<file path="config.mk">
export PLATFORM = sky130hd
export DESIGN_NAME = pixel_color_adjust
export DESIGN_NICKNAME = d
export VERILOG_FILES = /design/src/rtl/core/pca_pkg.sv /design/src/rtl/core/pixel_color_adjust.sv
export SDC_FILE = /design/constraint.sdc
export NUM_CORES = 2
export LEC_CHECK = 0
export ABC_CLOCK_PERIOD_IN_PS = 26100
export BUFFER_PORTS_ARGS = -buffer_cell sky130_fd_sc_hd__buf_2
export CORE_MARGIN = 2
export CORE_UTILIZATION = 50
export CTS_CLUSTER_DIAMETER = 30
export CTS_CLUSTER_SIZE = 25
export DETAILED_ROUTE_END_ITERATION = 16
export PLACE_DENSITY = 0.66
export SKIP_LAST_GASP = 1
export SYNTH_ARGS = -nofsm -noshare
export SYNTH_HDL_FRONTEND = slang
export SYNTH_SLANG_ARGS = --single-unit
export TNS_END_PERCENT = 30
</file>
<file path="constraint.sdc">
create_clock -name i_clk -period 26.1 [get_ports i_clk]
set_input_delay 2.61 -clock i_clk [delete_from_list [all_inputs] [get_ports i_clk]]
set_output_delay 2.61 -clock i_clk [all_outputs]
set_load 0.03 [all_outputs]
</file>
<file path="src/rtl/core/pca_pkg.sv">
// Shared types and constants for the pixel color adjust block.
package pca_pkg;

    localparam int GAIN_FRAC_BITS_DEF = 8;
    localparam int MODE_W             = 5;
    localparam int GAIN_W             = 16;
    localparam int CFG_W              = 16;

    // Register indexes on the configuration port
    localparam logic CFG_IDX_MODE = 1'b0;
    localparam logic CFG_IDX_GAIN = 1'b1;

    // Adjust modes
    localparam logic [MODE_W-1:0] M_GREY      = 5'd0;
    localparam logic [MODE_W-1:0] M_BRIGHT    = 5'd1;
    localparam logic [MODE_W-1:0] M_CON_ALL   = 5'd2;
    localparam logic [MODE_W-1:0] M_CON_R     = 5'd3;
    localparam logic [MODE_W-1:0] M_CON_G     = 5'd4;
    localparam logic [MODE_W-1:0] M_CON_B     = 5'd5;
    localparam logic [MODE_W-1:0] M_CON_M     = 5'd6;
    localparam logic [MODE_W-1:0] M_CON_Y     = 5'd7;
    localparam logic [MODE_W-1:0] M_CON_C     = 5'd8;
    localparam logic [MODE_W-1:0] M_SAT_ALL   = 5'd9;
    localparam logic [MODE_W-1:0] M_SAT_B     = 5'd10;
    localparam logic [MODE_W-1:0] M_SAT_G     = 5'd11;
    localparam logic [MODE_W-1:0] M_SAT_R     = 5'd12;
    localparam logic [MODE_W-1:0] M_SAT_M     = 5'd13;
    localparam logic [MODE_W-1:0] M_SAT_Y     = 5'd14;
    localparam logic [MODE_W-1:0] M_SAT_C     = 5'd15;
    localparam logic [MODE_W-1:0] M_LUM_B     = 5'd16;
    localparam logic [MODE_W-1:0] M_LUM_G     = 5'd17;
    localparam logic [MODE_W-1:0] M_LUM_R     = 5'd18;
    localparam logic [MODE_W-1:0] M_LUM_M     = 5'd19;
    localparam logic [MODE_W-1:0] M_LUM_Y     = 5'd20;
    localparam logic [MODE_W-1:0] M_LUM_C     = 5'd21;

    localparam logic [MODE_W-1:0] MODE_RST = M_GREY;
    localparam logic [GAIN_W-1:0] GAIN_RST = 16'd256;

    typedef struct packed {
        logic [7:0] red;
        logic [7:0] green;
        logic [7:0] blue;
        logic [7:0] alpha;
    } t_pix_in;

    typedef struct packed {
        logic [7:0] red_out;
        logic [7:0] green_out;
        logic [7:0] blue_out;
        logic [7:0] alpha_out;
    } t_pix_out;

endpackage

</file>
<file path="src/rtl/core/pixel_color_adjust.sv">
// Top level of the pixel color adjust block: RGBA pixel in, adjusted pixel out.
// Pipeline: two register stages (input register, then result register); o_valid
// rises once the result register has been loaded from the input register.
// Throughput: one pixel per cycle; the block stalls upstream only while both
// registers are full and the output side stalls.
// Reset: synchronous, active low; clears both valid flags and loads mode 0
// (grey) and gain 256 (1.0 at eight fraction bits).
module pixel_color_adjust #(
    parameter int GAIN_FRAC_BITS = pca_pkg::GAIN_FRAC_BITS_DEF
) (
    input  logic                  i_clk,
    input  logic                  i_rst_n,
    input  logic                  i_cfg_we,
    input  logic                  i_cfg_idx,
    input  logic [pca_pkg::CFG_W-1:0] i_cfg_data,
    input  logic                  i_valid,
    output logic                  o_stall,
    input  pca_pkg::t_pix_in      i_pix,
    output logic                  o_valid,
    input  logic                  i_stall,
    output pca_pkg::t_pix_out     o_pix
);
    import pca_pkg::*;

    // Wide enough for a << F plus a 11 x 16 product with headroom
    localparam int NW  = GAIN_FRAC_BITS + 28;
    localparam logic signed [NW-1:0] RND = NW'((64'sd1 <<< GAIN_FRAC_BITS) - 1);

    logic [MODE_W-1:0]        r_mode;
    logic signed [GAIN_W-1:0] r_gain;
    logic     r_v1, r_v2;
    t_pix_in  r_in;
    t_pix_out r_out, n_out;
    logic     adv1, adv2;

    // Advance the result register when empty or taken; advance input likewise
    assign adv2    = !r_v2 || !i_stall;
    assign adv1    = !r_v1 || adv2;
    assign o_stall = !adv1;
    assign o_valid = r_v2;
    assign o_pix   = r_out;

    always_ff @(posedge i_clk) begin
        if (!i_rst_n) begin
            r_mode <= MODE_RST;
            r_gain <= GAIN_RST;
        end else if (i_cfg_we) begin
            case (i_cfg_idx)
                CFG_IDX_MODE: r_mode <= i_cfg_data[MODE_W-1:0];
                CFG_IDX_GAIN: r_gain <= i_cfg_data[GAIN_W-1:0];
                default: ;
            endcase
        end
    end

    always_ff @(posedge i_clk) begin
        if (!i_rst_n) begin
            r_v1 <= 1'b0;
            r_v2 <= 1'b0;
        end else begin
            if (adv1) r_v1 <= i_valid;
            if (adv2) r_v2 <= r_v1;
        end
    end

    always_ff @(posedge i_clk) begin
        if (adv1 && i_valid) r_in  <= i_pix;
        if (adv2 && r_v1)    r_out <= n_out;
    end

    // a + x*gain/2^F, truncated toward zero
    function automatic logic signed [NW-1:0] scaled(input logic signed [10:0] a,
                                                   input logic signed [10:0] x,
                                                   input logic signed [GAIN_W-1:0] g);
        logic signed [NW-1:0] num;
        logic signed [26:0]   prod;
        prod = 27'(x) * 27'(g);
        num = (NW'(a) <<< GAIN_FRAC_BITS) + NW'(prod);
        if (num < 0) num = num + RND;
        return num >>> GAIN_FRAC_BITS;
    endfunction

    function automatic logic [7:0] clamp8(input logic signed [NW-1:0] v);
        if (v < 0)              return 8'd0;
        else if (v > NW'(255))  return 8'd255;
        else                    return v[7:0];
    endfunction

    logic [9:0]  sum;
    logic [20:0] avg_mul;
    logic signed [10:0] cr, cg, cb, av, pa_v, pb_v, mn;
    logic signed [10:0] xa0, xa1, xa2, ax0, ax1, ax2;
    logic signed [NW-1:0] s0, s1, s2, lum_r, lum_g, lum_b, ms;
    logic dom_r, dom_g, dom_b;
    logic [1:0] pair;

    always_comb begin
        sum     = 10'(r_in.red) + 10'(r_in.green) + 10'(r_in.blue);
        // floor(sum/3) for sum up to 765
        avg_mul = 21'(sum) * 21'd683;
        av      = 11'(avg_mul[20:11]);
        cr = 11'(r_in.red);
        cg = 11'(r_in.green);
        cb = 11'(r_in.blue);
        dom_r = (cr >= cg) && (cr >= cb);
        dom_g = (cg >= cb) && (cg >= cr);
        dom_b = (cb >= cr) && (cb >= cg);

        // Pair for secondary modes: 0 magenta (r,b), 1 yellow (r,g), 2 cyan (g,b)
        case (r_mode)
            M_CON_Y, M_SAT_Y, M_LUM_Y: pair = 2'd1;
            M_CON_C, M_SAT_C, M_LUM_C: pair = 2'd2;
            default:                   pair = 2'd0;
        endcase
        case (pair)
            2'd1:    begin pa_v = cr; pb_v = cg; end
            2'd2:    begin pa_v = cg; pb_v = cb; end
            default: begin pa_v = cr; pb_v = cb; end
        endcase
        mn = (pa_v < pb_v) ? pa_v : pb_v;

        // Lane operands
        ax1 = 11'sd128; xa1 = cg - 11'sd128;
        ax2 = 11'sd128; xa2 = cb - 11'sd128;
        ax0 = 11'sd128; xa0 = cr - 11'sd128;
        case (r_mode)
            M_CON_M, M_CON_Y, M_CON_C: xa0 = mn - 11'sd128;
            M_SAT_ALL, M_SAT_B, M_SAT_G, M_SAT_R: begin
                ax0 = av; xa0 = cr - av;
                ax1 = av; xa1 = cg - av;
                ax2 = av; xa2 = cb - av;
            end
            M_SAT_M, M_SAT_Y, M_SAT_C: begin ax0 = av; xa0 = mn - av; end
            M_BRIGHT, M_LUM_B, M_LUM_G, M_LUM_R, M_LUM_M, M_LUM_Y, M_LUM_C: begin
                ax0 = 11'sd0; xa0 = av;
            end
            default: ;
        endcase
        s0 = scaled(ax0, xa0, r_gain);
        s1 = scaled(ax1, xa1, r_gain);
        s2 = scaled(ax2, xa2, r_gain);

        // Brightness rule: c - avg + n, n from lane 0
        lum_r = NW'(cr - av) + s0;
        lum_g = NW'(cg - av) + s0;
        lum_b = NW'(cb - av) + s0;
        // Secondary saturation keeps the pair min unless it is at or above avg
        ms = (mn >= av) ? s0 : NW'(mn);

        n_out.red_out   = r_in.red;
        n_out.green_out = r_in.green;
        n_out.blue_out  = r_in.blue;
        n_out.alpha_out = r_in.alpha;

        case (r_mode)
            M_GREY: begin
                n_out.red_out = av[7:0]; n_out.green_out = av[7:0];
                n_out.blue_out = av[7:0];
            end
            M_BRIGHT: begin
                n_out.red_out = clamp8(lum_r); n_out.green_out = clamp8(lum_g);
                n_out.blue_out = clamp8(lum_b);
            end
            M_CON_ALL: begin
                n_out.red_out = clamp8(s0); n_out.green_out = clamp8(s1);
                n_out.blue_out = clamp8(s2);
            end
            M_CON_R: n_out.red_out   = clamp8(s0);
            M_CON_G: n_out.green_out = clamp8(s1);
            M_CON_B: n_out.blue_out  = clamp8(s2);
            M_CON_M, M_SAT_M: begin
                n_out.red_out  = clamp8((r_mode == M_CON_M ? s0 : ms) + NW'(cr - mn));
                n_out.blue_out = clamp8((r_mode == M_CON_M ? s0 : ms) + NW'(cb - mn));
            end
            M_CON_Y, M_SAT_Y: begin
                n_out.red_out   = clamp8((r_mode == M_CON_Y ? s0 : ms) + NW'(cr - mn));
                n_out.green_out = clamp8((r_mode == M_CON_Y ? s0 : ms) + NW'(cg - mn));
            end
            M_CON_C, M_SAT_C: begin
                n_out.green_out = clamp8((r_mode == M_CON_C ? s0 : ms) + NW'(cg - mn));
                n_out.blue_out  = clamp8((r_mode == M_CON_C ? s0 : ms) + NW'(cb - mn));
            end
            M_SAT_ALL: begin
                if (cr > av) n_out.red_out   = clamp8(s0);
                if (cg > av) n_out.green_out = clamp8(s1);
                if (cb > av) n_out.blue_out  = clamp8(s2);
            end
            M_SAT_B: if (dom_b) n_out.blue_out  = clamp8(s2);
            M_SAT_G: if (dom_g) n_out.green_out = clamp8(s1);
            M_SAT_R: if (dom_r) n_out.red_out   = clamp8(s0);
            M_LUM_B, M_LUM_G, M_LUM_R, M_LUM_M, M_LUM_Y, M_LUM_C: begin
                if ((r_mode == M_LUM_B && dom_b) || (r_mode == M_LUM_G && dom_g) ||
                    (r_mode == M_LUM_R && dom_r) ||
                    ((r_mode == M_LUM_M || r_mode == M_LUM_Y || r_mode == M_LUM_C)
                     && mn > av)) begin
                    n_out.red_out = clamp8(lum_r); n_out.green_out = clamp8(lum_g);
                    n_out.blue_out = clamp8(lum_b);
                end
            end
            default: ;
        endcase
    end

endmodule

</file>
==> run summary <==
Routability cong. = 1.05
Endpoint type of the worst setup path = flip-flop
Area growth, synth to finish = 4.55%
Number of flops mapped to enable cells by yosys = 64
Count of mapped cells out of synthesis = 5628
Avg Cell Area, Syn = 8.07 um2
Final Routed Wirelength = 156 mm
Fraction of final layout cells sized beyond drive strength 1 = 0.0548
Cell taking the most area after synthesis = sky130_fd_sc_hd__fa_1
Time the final worst path needs with I/O delays and setup = 22120 ps
TNS Setup = 0 ps
Initial core utilization = 0.505
Portion of the post-synthesis area used by sequential elements = 0.0525
Remaining global-route overflow = 0
Maxcap violations = 0
Relative max-transition margin = 0.163
Pins Over Slew Limit = 0
Maximum number of buffers from clock root to sink = 2
Stage delay of the slowest cell on the critical path = 890 ps
Overall track demand over capacity in global routing = 0.334
TritonCTS clock tree = yes
Cell with the most instances on the worst path = sky130_fd_sc_hd__fa_1
Part of the cycle the worst path needs = 0.848
Mapped Area = 45400 um2
Remaining design rule violation count = 0
Hpwl dp = 129 mm
Finish-stage setup viols = 0
Final Cell Area = 47500 um2
Critical Path Start Type = flip-flop
Via count of the routed design = 42221
Boundary pin count = 88
Number of CTS-inserted buffers = 9
Later-pin clock latency in the skew report = 430 ps
Main combinational cell family by area after synthesis = adder cells
Number of distinct library cells after synthesis = 124
Max Fanout on Critical Path = 15
Buffers on Ports = 87
Clock Skew = 21.9 ps
Pre-CTS setup slack = 4400 ps
CTS H-tree depth = 3
Critical path class = flip-flop to flip-flop
Core ar. = 90000 um2
Final net count = 6762
Utilization of the core after routing = 0.527
Vertical die dimension = 305 um
WP data arrival = 22280 ps
Initial antenna violation count = 2
Complex-gate fraction of the synthesized area = 0.206
Fraction of registers with async set/reset = 0
Hold/Removal Path Class = flip-flop to flip-flop
Worst R2R Path Depth = 70
Number of vias per cell after detailed routing = 6.21
Post-CTS setup buffer count = 0
Area after detailed placement = 47200 um2
Leading register cell type out of synthesis = sky130_fd_sc_hd__edfxtp_1
FP Rows = 110
Slew @ Worst Pin = 1250 ps
Area taken by flip-flops and latches = 2380 um2
Worst-path cell with the longest stage delay = sky130_fd_sc_hd__xor2_1
Synth Register Bits = 87
Max Clock Freq = 45.2 MHz
Number of nets produced by synthesis = 6776
XOR/XNOR Fraction of Synth Area = 0.0487
Required time at the worst-slack endpoint = 26260 ps
Area of combinational cells with multiple inputs = 39400 um2
Register clock-pin slew on the reported worst setup and hold paths = 100 ps
Global-route wire length before repair = 243 mm
Clock net sink count = 87
Routed wirelength normalized by instance count = 23.0 um
Multiplexer share of the synthesized area = 0.0141
Unrepaired setup endpoints after global routing = no
Pin count of the biggest net entering global routing = 36
Worst hold stages = 0
Area of the die = 93300 um2
Detailed Routing Iterations Pass 1 = 6
Adder-Cell Fraction of Synth Area = 0.398
Initial DRC Count = 3386
Total of fill cells in the finished design = 8731
Buffer type at the clock tree root = sky130_fd_sc_hd__clkbuf_16
Area contributors post-synth = sky130_fd_sc_hd__fa_1 25%, sky130_fd_sc_hd__ha_1 14%, sky130_fd_sc_hd__inv_1 6.2%, sky130_fd_sc_hd__nand2_1 4.4%, sky130_fd_sc_hd__edfxtp_1 4.2%
Yosys top cell area share = 0.251
Vias in the first global route = 41938
Top post-synthesis cells by count = 749 x sky130_fd_sc_hd__inv_1, 569 x sky130_fd_sc_hd__fa_1, 527 x sky130_fd_sc_hd__nand2_1, 525 x sky130_fd_sc_hd__ha_1, 363 x sky130_fd_sc_hd__nor2_1
Final worst-path setup slack = 3980 ps
Die Width = 305 um
Outcome = finished clean
Number of resized instances in the post-cts repair step = 0
Final hold viol count = 0
Antenna-violating nets left = 0
Most common cell in the synthesized netlist = sky130_fd_sc_hd__inv_1
Post-Synth Simple-Gate Area = 0.201
Count of warnings emitted by yosys = 0
CTS Hold Bufs = 0
==> per-layer routing <==
metal / vias to the layer above / share of wire / wire [um] / track usage
li1: 19463 / - / - / -
met1: 20657 / 0.41 / 64700 / 0.429
met2: 1708 / 0.46 / 71800 / 0.549
met3: 389 / 0.070 / 10900 / 0.0490
met4: 4 / 0.056 / 8700 / 0.162
met5: - / 0.00019 / 30 / 0
==> worst max-delay path: cells and delay by family, from the launching register on <==
kind,cells,cell delay (ps)
AOI/OAI and AO/OA,23,5360
xor gates and xnor gates,5,2100
adders and majority gates,17,7220
buffers and inverters,9,760
DFF,1,720
and+or+nand+nor,16,5630
==> kinds of logic after synthesis <==
kind of cell | Yosys count
simple gates | 1814
compound gates | 1369
buf+inv | 948
fa+ha+maj | 1103
mux | 61
xor+xnor | 246
flops | 87
==> through the flow <==
| stage | hold slack (ps) | instances |
|---|---|---|
| final | 424 | 6796 |
| after global routing | 435 | 6795 |
| after CTS | 424 | 6795 |
| after detailed placement | 406 | 6779 |
| after global placement | 400 | 6779 |
| after floorplan | 400 | 5628 |
==> layout make-up <==
type | instances | area share
multi-input combinational | 4593 | 0.831
inverter | 752 | 0.0595
sequential | 87 | 0.0502
tap | 1176 | 0.0310
timing repair buffer | 171 | 0.0225
clock buffer | 9 | 0.00474
clock inverter | 7 | 0.00140
antenna | 1 | 0.0000527
==> final timing paths <==
check | start | endpoint | slack [ps]
max | cb[1] | o_pix[20] | 3980
min reg2reg | n_out[5] | o_pix[5] | 420
max reg2reg | cb[1] | o_pix[20] | 3980
min | n_out[5] | o_pix[5] | 420
==> state kept, by name, indices dropped and copies added (netlist names) <==
signal   cells
o_pix       32
r_gain      16
cb           8
cg           8
cr           8
n_out        8
r_mode       5
o_valid      1
r_v1         1
==> placed cells by master, fill, tap and decap left out, drive strengths merged, types with 18 or more instances in the layout <==
cell / count
a21boi: 29
dfxtp: 23
and4: 18
nand2b: 80
nand3: 108
edfxtp: 64
or3: 39
ha: 525
o21bai: 35
a221oi: 29
buf: 171
mux2i: 52
a21o: 117
and2: 179
and3: 70
o31ai: 24
nand4: 43
nor4: 25
nor3b: 21
a211o: 19
nand2: 529
o2111ai: 19
or2: 31
o21ai: 270
nor4b: 19
xnor2: 164
a21oi: 334
nor2b: 115
a31oi: 43
fa: 569
nor3: 118
a211oi: 77
nor2: 365
a2111oi: 28
o21a: 82
xor2: 81
o211ai: 69
inv: 754
Power is left out: the tool's default activity adds up to more than one toggle a clock period on the data nets, which glitch-free logic cannot reach.
